**src/rtl/ole_pkg.sv**
```systemverilog
// Package of the ordered list engine: item types, command, status and cell action codes.
// Depends on nothing; used by every module of the block.
package ole_pkg;

   localparam int CAPACITY_DEFAULT = 64;
   localparam int VALUE_W          = 32;
   localparam int OPCODE_W         = 3;
   localparam int STATUS_W         = 2;
   localparam int COUNT_W          = 7;
   localparam int ACTION_W         = 3;

   // Command codes
   localparam logic [OPCODE_W-1:0] OP_APPEND    = 3'd0;
   localparam logic [OPCODE_W-1:0] OP_INS_FRONT = 3'd1;
   localparam logic [OPCODE_W-1:0] OP_INS_BACK  = 3'd2;
   localparam logic [OPCODE_W-1:0] OP_INS_AFTER = 3'd3;
   localparam logic [OPCODE_W-1:0] OP_RM_FRONT  = 3'd4;
   localparam logic [OPCODE_W-1:0] OP_RM_BACK   = 3'd5;
   localparam logic [OPCODE_W-1:0] OP_RM_KEY    = 3'd6;
   localparam logic [OPCODE_W-1:0] OP_DUMP      = 3'd7;

   // Result status codes
   localparam logic [STATUS_W-1:0] STATUS_DONE  = 2'd0;
   localparam logic [STATUS_W-1:0] STATUS_EMPTY = 2'd1;
   localparam logic [STATUS_W-1:0] STATUS_KEY   = 2'd2;
   localparam logic [STATUS_W-1:0] STATUS_FULL  = 2'd3;

   // Cell actions
   localparam logic [ACTION_W-1:0] ACT_HOLD  = 3'd0;
   localparam logic [ACTION_W-1:0] ACT_LEFT  = 3'd1;
   localparam logic [ACTION_W-1:0] ACT_RIGHT = 3'd2;
   localparam logic [ACTION_W-1:0] ACT_NEW   = 3'd3;
   localparam logic [ACTION_W-1:0] ACT_HEAD  = 3'd4;

   typedef struct packed {
      logic [OPCODE_W-1:0]       opcode;
      logic signed [VALUE_W-1:0] new_value;
      logic signed [VALUE_W-1:0] match_key;
   } req_type;

   typedef struct packed {
      logic [STATUS_W-1:0]       status;
      logic signed [VALUE_W-1:0] out_value;
      logic                      last_of_run;
      logic [COUNT_W-1:0]        entry_count;
   } rsp_type;

   typedef struct packed {
      logic [ACTION_W-1:0]       action;
      logic                      compare;
      logic signed [VALUE_W-1:0] new_value;
      logic signed [VALUE_W-1:0] key;
   } cell_ctrl_type;

endpackage

```
**src/rtl/ole_cell.sv**
```systemverilog
// One storage cell of the list chain: holds one entry and its key match flag.
// Depends on ole_pkg; instantiated in a row by ordered_list_engine.
module ole_cell import ole_pkg::*; (
   input  logic                      clock,
   input  cell_ctrl_type             ctrl,
   input  logic signed [VALUE_W-1:0] left_value,
   input  logic signed [VALUE_W-1:0] right_value,
   input  logic signed [VALUE_W-1:0] head_value,
   output logic signed [VALUE_W-1:0] value,
   output logic                      match
);

   logic signed [VALUE_W-1:0] value_ff, value_in;
   logic                      match_ff, match_in;

   // Pick the next entry from a neighbor, the new value or the head
   always_comb begin
      unique case (ctrl.action)
         ACT_LEFT:  value_in = left_value;
         ACT_RIGHT: value_in = right_value;
         ACT_NEW:   value_in = ctrl.new_value;
         ACT_HEAD:  value_in = head_value;
         default:   value_in = value_ff;
      endcase
   end

   // Capture the key compare when an item enters
   assign match_in = ctrl.compare ? (value_ff == ctrl.key) : match_ff;

   always_ff @(posedge clock) begin
      value_ff <= value_in;
      match_ff <= match_in;
   end

   assign value = value_ff;
   assign match = match_ff;

endmodule

```
**config.mk**
```make
export PLATFORM = sky130hd
export DESIGN_NAME = ole_cell
export DESIGN_NICKNAME = d
export VERILOG_FILES = /design/src/rtl/ole_pkg.sv /design/src/rtl/ole_cell.sv
export SDC_FILE = /design/constraint.sdc
export NUM_CORES = 1
export LEC_CHECK = 0
export ABC_CLOCK_PERIOD_IN_PS = 3200
export BUFFER_PORTS_ARGS = -buffer_cell sky130_fd_sc_hd__buf_2
export CAP_MARGIN = 15
export CORE_MARGIN = 2
export CORE_UTILIZATION = 29
export DETAILED_ROUTE_END_ITERATION = 16
export PLACE_DENSITY_LB_ADDON = 0.1
export SLEW_MARGIN = 20
export SYNTH_ARGS = -nofsm -noshare
export SYNTH_HDL_FRONTEND = slang
export SYNTH_SLANG_ARGS = --single-unit
export TNS_END_PERCENT = 10
```
**constraint.sdc**
```tcl
create_clock -name clock -period 3.2 [get_ports clock]
set_input_delay 0.48 -clock clock [delete_from_list [all_inputs] [get_ports clock]]
set_output_delay 0.48 -clock clock [all_outputs]
set_load 0.01 [all_outputs]
```
; ---- Yosys cells after proc, flatten, opt, wreduce, memory -nomap -nowiden
; Index checks and enable logic that the tools add are counted.
[word_totals]
ff_bits = 33
input_bits = 165
output_inout_bits = 33
word_cells = 9
[classes]
eq_ne = 5
n_mux = 1
n_reduce_logical = 1
[ops]
columns = cell, n
row1 = $pmux 32 s4, 1
row2 = $eq 32x32->1, 1
row3 = $eq 3x2->1 const B, 2
row4 = $reduce_bool 4->1, 1
row5 = $eq 3x1->1 const B, 1
row6 = $eq 3x3->1 const B, 1

; ---- Depth between registers and ports, before layout
; Gate-level depths: netlist (run 1).
[depth]
ltp_word = 2
mapped_depth = 6
ltp_nobuf = 4

; ---- Worst setup path before layout (run 1)
; Ideal clock, no wire load.
[synth_timing]
kind = input to register
startpoint = in ctrl[65] in the netlist's numbering
endpoint = reg value_ff[0] (netlist: value[0]), enable pin
setup_ns = 0.436
arrival_ns = 2.318
required_ns = 2.764
path_slack_ns = 0.445
cell_stages = 3
n_path_buf = 1
cell_sequence = buf_6 > nor2_4 > xnor2_1
[synth_via]
elab_chain_cells = 2
elab_cells_between_ends = 5
cone_classes = eq/ne (4) / reduce/logical (1)
[synth_lines]
columns = item, line
row1 = from (decl), ole_cell.sv:5  ; input cell_ctrl_type ctrl,
row2 = "$eq 3x3->1, or another cell as far along", ole_cell.sv:18  ; unique case (ctrl.action)
row3 = $reduce_bool 4->1 (no line) (*), n/a
row4 = to (signal assigned), ole_cell.sv:31  ; value_ff <= value_in;
row5 = to (decl), ole_cell.sv:13  ; logic signed [VALUE_W-1:0] value_ff, value_in;
; Mark *: on every way between the ends. The rest lies on a longest branch, timed or not.
; A chain may end at the register's enable or synchronous reset.

; ---- Final worst setup path (run 1)
[layout_timing]
startpoint = in ctrl[65] in the netlist's numbering
endpoint = reg value_ff[21] (netlist: value[21]) (data pin)
[layout_via]
elab_chain_cells = 2
elab_cells_between_ends = 5
cone_classes = eq/ne (4) / mux (1)
[layout_lines]
columns = item, line
row1 = "$eq 3x3->1, or another cell as far along", ole_cell.sv:18
row2 = $pmux 32 s4 (*), ole_cell.sv:18
row3 = via value_in[21], ole_cell.sv:13
; Mark *: on every way through the listed nets, which the timed path passes. The rest lies on a longest branch.

==> results of run 1 <==
[final cells by class]
cell class,count,share of cell area
tap,102,0.03740
sequential,33,0.2904
clock buffer,8,0.02347
timing repair buffer,200,0.2956
multi-input combinational,144,0.3520
inverter,1,0.001100
[worst paths after layout]
path,depth (start not counted),slack [ns],start,endpoint
setup / recovery,5,1.31,ctrl[65],value[21]
hold / removal,1,0.40,ctrl[64],match
setup reg to reg,4,1.56,value[31],match
hold reg to reg,4,0.86,value[30],match
[placed cells by master, fill, tap and decap left out, types with 2 or more instances in the layout]
master,instances
xor2_1,32
buf_2,197
buf_4,3
o221a_1,32
clkbuf_8,5
mux2i_1,32
clkbuf_1,3
edfxtp_1,33
nand4_1,2
nor4_1,8
nand2_1,32
[layer usage]
layer  up-vias  wire length, um  global-route usage
li1       1132                -                   -
met1      1025             3012              0.1954
met2        99             3924              0.3092
met3         2              553             0.03626
met4         0               40             0.04412
met5         -                0                   0
[kinds of logic (layout without fill, tap and decap cells)]
family / after synthesis / after routing / share of synthesized area
and+or+nand+nor: 47 / 47 / 0.09750
AOI/OAI and AO/OA: 32 / 32 / 0.1569
muxes: 32 / 32 / 0.1394
buffers and inverters: 15 / 209 / 0.04902
DFF: 33 / 33 / 0.4314
xor gates and xnor gates: 33 / 33 / 0.1258
[worst max-delay path, stage by stage]
cell	delay, ns
buf_2	0.11
nor2_4	0.05
nand2_2	0.52
nand2_4	0.40
o221a_1	0.35
[power by group]
part / total (mW) / switching, mW / internal (mW) / leakage [nW]
sequential: 0.606 / 0.0460 / 0.560 / 0.325
combinational: 0.403 / 0.197 / 0.206 / 1.26
clock: 0.301 / 0.147 / 0.155 / 0.0395
total: 1.31 / 0.390 / 0.921 / 1.63
[flip-flops by register name, summed over array words and instances (netlist names)]
name / count
match: 1
value: 32
[per-stage QoR]
stage	utilization	total power, mW
finish	0.4438	1.311
global route	0.4438	1.384
CTS	0.4438	1.333
detailed placement	0.4334	1.028
global placement	0.4334	1.023
floorplan	-	0.8175
==> results.sh, run 1 <==
export IMPL_grt_start_max_net_pins=34
export IMPL_vdd_ir_drop_max_v=0.0001533
export IMPL_syn2layout_area_growth_pct=48.53
export IMPL_postSynthCellCount=192
export IMPL_crit_type="input port to register"
export IMPL_worst_pin_slew_ns=0.7145
export IMPL_cts_tree="yes"
export IMPL_io_pins=198
export IMPL_hold_viol_final=0
export IMPL_slew_headroom=0.5220
export IMPL_synthFlopType="edfxtp_1"
export IMPL_netlist_area_sq_um=2297
export IMPL_clkLatencyLatePin_ns=0.28
export IMPL_cts_made_buffers=5
export IMPL_cp_end_kind="register"
export IMPL_cts_num_sinks=33
export IMPL_gp_congestion=0.8203
export IMPL_drt_iter0_drc=56
export IMPL_slew_violations=0
export IMPL_multi_input_area_sq_um=1201
export IMPL_grt_first_pass_wirelength_mm=11.10
export IMPL_hold_buffers=0
export IMPL_synthTopCellsByArea="edfxtp_1 (43%), o221a_1 (16%), mux2i_1 (14%)"
export IMPL_place_area_sq_um=3332
export IMPL_final_cell_area_sq_um=3412
export IMPL_placed_cells=480
export IMPL_cp_data_arrival_time_ns=1.92
export IMPL_timing_hold_ws_ns=0.4010
export IMPL_nNetsFinal=550
export IMPL_finalSetupTns_ns=0
export IMPL_vias=2258
export IMPL_antennaDiodeCount=0
export IMPL_fp_dieArea_sq_um=8649
export IMPL_wirelength_mm=7.530
export IMPL_grt_pass1_vias=2288
export IMPL_maxCapViolations=0
export IMPL_core_sq_um=7687
export IMPL_yosysSeqAreaShare=0.4314
export IMPL_die_h_um=93
export IMPL_clkTransAtPathRegs_ns=0.07
export IMPL_cts_max_level=2
export IMPL_ys_ff_latch=33
export IMPL_clk_path_buf_depth=2
export IMPL_status="completed"
export IMPL_fin_cells=488
export IMPL_synth_top_cell_by_area="edfxtp_1"
export IMPL_synth_most_common_cell="edfxtp_1"
export IMPL_ant_nets=0
export IMPL_fillCellCount=792
export IMPL_async_flop_share=0
export IMPL_post_cts_resized=0
export IMPL_cellPowerDensity_nw_per_um2=384.2
export IMPL_worst_clock_skew_ns=0.006558
export IMPL_drive_gt1_frac=0.5466
export IMPL_leakage_nw=1.627
export IMPL_max_freq_mhz=528.3
export IMPL_min_path_type="input port to register"
export IMPL_drc=0
export IMPL_die_w_um=93
export IMPL_synth_edf_count=33
export IMPL_wl_per_cell_um=15.43
export IMPL_port_buffers=197
export IMPL_yosys_warnings=0
export IMPL_place_ws_ns=1.005
export IMPL_cp_required_ns=3.23
export IMPL_worst_slack_ns=1.307
export IMPL_rows=32
export IMPL_yosysTopAreaCellShare=0.4314
export IMPL_drt_pass1_iterations=4
export IMPL_path_max_fanout=33
export IMPL_viasPerCell=4.627
export IMPL_cts_root_buf="clkbuf_8"
export IMPL_final_seq_area_sq_um=991.0
export IMPL_synth_cell_types=17
export IMPL_rsz0062_at_grt="no"
export IMPL_min_period_ns=1.893
export IMPL_antenna_found_initial=0
export IMPL_critPathLaunchType="input port"
export IMPL_track_usage=0.1675
export IMPL_avgSynthCellArea_sq_um=11.96
export IMPL_post_cts_buffers=0
export IMPL_initial_core_util=0.2988
export IMPL_dp_hpwl_mm=6.082
export IMPL_ys_top_cells_by_count="edfxtp_1 (33), mux2i_1 (32), nand2_1 (32), o221a_1 (32), xor2_1 (32)"
export IMPL_timing_final_crit_share=0.5915
export IMPL_setup_viol=0
export IMPL_syn_nets=357
export IMPL_grt_overflow=0
(Power assumes the default switching activity.)
==> run 2, diff against run 1 <==
Settings changed: ABC_CLOCK_PERIOD_IN_PS 3200 to 1550.
Clock period 3.2 ns to 1.55 ns, I/O delays scaled along.
==> run 2 against run 1 <==
  * Clock power is 110% higher
  * Core utilization is 1.3 points higher
  * Die area stayed put
  * Largest cell class unchanged
  * Final cell count is 1.6% higher
  * Highest routed layer unchanged
  * Register-to-register slack worse by 1.5 ns
  * Critical path depth stayed put
  * Combinational power is 120% higher
==> results.sh, run 2 (synthesized netlist as in run 1, its figures left out) <==
export IMPL_nNetsFinal=558
export IMPL_fillCellCount=782
export IMPL_total_power_mw=2.740
export IMPL_final_cell_mix="buf_2 (197), edfxtp_1 (33)"
export IMPL_dp_hpwl_mm=6.208
export IMPL_vias=2290
export IMPL_viasPerCell=4.617
export IMPL_die_h_um=93
export IMPL_antennaDiodeCount=0
export IMPL_timing_hold_ws_ns=0.1510
export IMPL_final_common_cell="buf_2"
export IMPL_wirelength_mm=7.495
export IMPL_status="completed"
export IMPL_hold_buffers=0
export IMPL_fp_dieArea_sq_um=8649
export IMPL_slew_violations=0
export IMPL_slew_headroom=0.7493
export IMPL_cts_num_sinks=33
export IMPL_hold_viol_final=0
export IMPL_cts_tree="yes"
export IMPL_reg2reg_slack_ns=0.06
export IMPL_worst_slack_ns=0.06072
export IMPL_rsz0062_at_grt="yes"
export IMPL_gp_congestion=0.7743
export IMPL_syn2layout_area_growth_pct=52.72
export IMPL_grt_first_pass_wirelength_mm=11.09
export IMPL_min_period_ns=1.489
export IMPL_vdd_ir_drop_max_v=0.0003127
export IMPL_antenna_found_initial=0
export IMPL_final_seq_area_sq_um=991.0
export IMPL_drc=0
export IMPL_port_buffers=197
export IMPL_leakage_nw=1.673
export IMPL_initial_core_util=0.2988
export IMPL_grt_pass1_vias=2267
export IMPL_multi_input_area_sq_um=1225
export IMPL_cellPowerDensity_nw_per_um2=781.0
export IMPL_drive_gt1_frac=0.5609
export IMPL_clkTransAtPathRegs_ns=0.07
export IMPL_worst_clock_skew_ns=0.003254
export IMPL_cts_made_buffers=5
export IMPL_cp_required_ns=1.69
export IMPL_finalSetupTns_ns=0
export IMPL_drt_pass1_iterations=5
export IMPL_clkLatencyLatePin_ns=0.28
export IMPL_max_freq_mhz=671.5
export IMPL_largest_reg_flops=32
export IMPL_min_path_type="input port to register"
export IMPL_place_ws_ns=-0.1637
export IMPL_cp_end_kind="register"
export IMPL_die_w_um=93
export IMPL_setup_viol=0
export IMPL_grt_overflow=0
export IMPL_worst_pin_slew_ns=0.3757
export IMPL_maxCapViolations=0
export IMPL_clk_path_buf_depth=2
export IMPL_cts_root_buf="clkbuf_8"
export IMPL_critPathLaunchType="register"
export IMPL_wl_per_cell_um=15.11
export IMPL_crit_type="register to register"
export IMPL_grt_start_max_net_pins=33
export IMPL_core_sq_um=7687
export IMPL_io_pins=198
export IMPL_cp_data_arrival_time_ns=1.63
export IMPL_post_route_util=0.4564
export IMPL_track_usage=0.1658
export IMPL_drt_iter0_drc=67
export IMPL_rows=32
export IMPL_timing_final_crit_share=0.9608
export IMPL_path_max_fanout=2
export IMPL_ant_nets=0
export IMPL_cts_max_level=2
[run 2: per-stage QoR]
stage	cells	instance area, sq um
floorplan	192	2316
global placement	488	3416
detailed placement	488	3416
CTS	496	3502
global route	496	3508
finish	496	3508
[run 2: path summary, 6_finish.rpt]
check	end	cells after the start	startpoint
max	match	5	value[13]
min	match	1	ctrl[64]
max reg2reg	match	5	value[13]
min reg2reg	match	4	value[9]
[run 2: layout make-up]
class	count	share of cell area
Clock buffer	8	0.02282
Inverter	1	0.001070
Multi-Input combinational cell	144	0.3491
Sequential cell	33	0.2825
Tap cell	102	0.03638
Timing Repair Buffer	208	0.3081
[run 2: metal layers]
layer / part of all wire / wire [um] / vias up / global-route usage
met5: 0 / 0 / - / 0
met4: 0.013 / 94 / 0 / 0.04779
met3: 0.065 / 486 / 6 / 0.03465
met2: 0.51 / 3828 / 101 / 0.2911
met1: 0.41 / 3086 / 1036 / 0.2051
li1: - / - / 1147 / -
[run 2: critical path, stage by stage (launching register included)]
cell      delay [ns]
edfxtp_1        0.40
xor2_1          0.16
nor4_2          0.39
buf_4           0.18
nand4_1         0.11
nor2_1          0.12
[run 2: report_power, final]
part           total (mW)  internal (mW)  switching (mW)  leakage [nW]
clock network       0.618          0.319           0.299        0.0395
registers            1.25           1.16          0.0929         0.325
logic               0.872          0.453           0.420          1.31
[run 2: timing repair]
item | 4_1_cts | 5_1_grt
gates resized for setup | 1 | 1
setup buffers | 0 | 0
pin swaps | 2 | 0
cloned | 0 | 0
setup endpoints to repair | 1 | 1
==> run 3, diff against run 2 <==
Settings changed: CORE_UTILIZATION 29 to 35, HOLD_SLACK_MARGIN set to 0.1.
==> run 3 against run 2 <==
  * Via count increased by 1.2%
  * Clock skew increased by 0.0040 ns
  * Clock-buffer cell count unchanged
  * Cell area decreased by 1.5%
  * Combinational power decreased by 1%
  * Fmax increased by 3.6%
  * Worst setup slack improved by 0.051 ns
  * Clock power decreased by 0.8%
  * Die area decreased by 16%
  * Core utilization increased by 8.8 points
  * Sequential power about the same
  * Highest routed layer unchanged
  * Critical path depth unchanged
  * Critical path type unchanged
==> results.sh, run 3 (synthesized netlist as in run 1, its figures left out) <==
export IMPL_status="completed"
export IMPL_grt_start_max_net_pins=33
export IMPL_io_pins=198
export IMPL_fillCellCount=599
export IMPL_cp_data_arrival_time_ns=1.58
export IMPL_grt_busiest_layer="met2"
export IMPL_final_seq_area_sq_um=991.0
export IMPL_initial_core_util=0.3618
export IMPL_vdd_ir_drop_max_v=0.0003862
export IMPL_rsz0062_at_grt="no"
export IMPL_max_freq_mhz=695.4
export IMPL_final_common_cell="buf_2"
export IMPL_ant_nets=0
export IMPL_core_sq_um=6350
export IMPL_track_usage=0.1980
export IMPL_multi_input_area_sq_um=1219
export IMPL_drt_iter0_drc=68
export IMPL_crit_type="register to register"
export IMPL_reg2reg_slack_ns=0.11
export IMPL_grt_overflow=0
export IMPL_largest_reg_flops=32
export IMPL_swShare=0.2935
export IMPL_vias=2318
export IMPL_antenna_found_initial=0
export IMPL_fp_dieArea_sq_um=7228
export IMPL_min_period_ns=1.438
export IMPL_timing_final_crit_share=0.9278
export IMPL_sequentialPowerShare=0.458
export IMPL_r2r_cells=5
export IMPL_p_comb_frac=0.317
export IMPL_intPower_mw=1.922
export IMPL_clk_path_buf_depth=2
export IMPL_slew_violations=0
export IMPL_net_switching_power_mw=0.7985
export IMPL_cts_made_buffers=5
export IMPL_min_path_type="input port to register"
export IMPL_port_buffers=197
export IMPL_die_w_um=85.02
export IMPL_cts_num_sinks=33
export IMPL_clkTransAtPathRegs_ns=0.06
export IMPL_die_h_um=85.02
export IMPL_antennaDiodeCount=0
export IMPL_hold_viol_final=0
export IMPL_min_to="match"
export IMPL_grt_pass1_vias=2380
export IMPL_worst_clock_skew_ns=0.007222
export IMPL_worst_pin_slew_ns=0.4625
export IMPL_min_delay_start="ctrl[64]"
export IMPL_cp_required_ns=1.69
export IMPL_timing_hold_ws_ns=0.1705
export IMPL_path_max_fanout=2
export IMPL_use_met3=0.05156
export IMPL_drt_pass1_iterations=4
export IMPL_cts_root_buf="clkbuf_8"
export IMPL_finalSetupTns_ns=0
export IMPL_dp_hpwl_mm=5.967
export IMPL_post_cts_resized=0
export IMPL_cp_end_kind="register"
export IMPL_met2_usage=0.3430
export IMPL_hold_depth=1
export IMPL_drive_gt1_frac=0.5561
export IMPL_syn2layout_area_growth_pct=50.44
export IMPL_drc=0
export IMPL_wl_per_cell_um=15.52
export IMPL_clkLatencyLatePin_ns=0.28
export IMPL_rows=29
export IMPL_final_cell_mix="buf_2 (197), edfxtp_1 (33)"
export IMPL_slew_headroom=0.6888
export IMPL_worst_r2r_startpoint="value[31]"
export IMPL_hold_buffers=0
export IMPL_cellPowerDensity_nw_per_um2=787.3
export IMPL_maxCapViolations=0
export IMPL_leakage_nw=1.663
export IMPL_setup_viol=0
export IMPL_critPathLaunchType="register"
export IMPL_clkPwrFrac=0.225
export IMPL_gp_congestion=0.8315
export IMPL_r2r_end="match"
export IMPL_nNetsFinal=556
export IMPL_cts_tree="yes"
export IMPL_viasPerCell=4.942
export IMPL_cts_max_level=2
export IMPL_post_cts_buffers=0
export IMPL_wirelength_mm=7.277
export IMPL_grtUsageMet1=0.2416
export IMPL_grt_first_pass_wirelength_mm=11.23
-- run 3: changes by cell type in the layout (fill, tap and decap cells not counted), sizes merged --
cell / before / now
buf: 208 / 206
-- run 3: power groups by stage --
stage | clock, mW | combinational, mW | sequential, mW
6_report | 0.613 | 0.863 | 1.25
5_1_grt | 0.668 | 0.948 | 1.26
4_1_cts | 0.638 | 0.870 | 1.25
3_5_place_dp | 0 | 0.866 | 1.27
3_3_place_gp | 0 | 0.861 | 1.27
2_1_floorplan | 0 | 0.364 | 1.33
-- run 3: stage by stage --
step	total power, mW	instances	worst slack, ns	area, sq um	util
2_1_floorplan	1.690	192	0.1620	2316	-
3_3_place_gp	2.128	461	0.02318	3369	0.5306
3_5_place_dp	2.133	461	0.08786	3369	0.5306
4_1_cts	2.755	469	0.03463	3450	0.5433
5_1_grt	2.879	469	0.04755	3456	0.5442
6_report	2.721	469	0.1119	3456	0.5442
-- run 3: worst max-delay path by stage --
stage	cells past startpoint	from	endpoint	slack (ns)
2_1_floorplan	3	ctrl[65]	value[0]	0.16
3_3_place_gp	5	value[19]	match	0.02
3_5_place_dp	5	value[19]	match	0.09
4_1_cts	5	value[19]	match	0.03
5_1_grt	5	value[19]	match	0.05
6_report	5	value[31]	match	0.11
-- run 3: final cells by class --
| class | count | share of cell area |
|---|---|---|
| multi-input combinational | 144 | 0.3526 |
| timing repair buffer | 206 | 0.3085 |
| sequential | 33 | 0.2867 |
| tap | 77 | 0.02788 |
| clock buffer | 8 | 0.02317 |
| inverter | 1 | 0.001086 |
-- run 3: worst max-delay path, stage by stage (launching register included) --
cell,delay [ns]
edfxtp_1,0.41
xor2_1,0.16
nor4_1,0.36
buf_4,0.17
nand4_1,0.09
nor2_1,0.12
-- run 3: routing by layer --
| layer | wire, um | part of all wire | vias to the layer above |
|---|---|---|---|
| li1 | - | - | 1141 |
| met1 | 2887 | 0.40 | 1039 |
| met2 | 3685 | 0.51 | 130 |
| met3 | 612 | 0.084 | 8 |
| met4 | 91 | 0.013 | 0 |
| met5 | 0 | 0 | - |
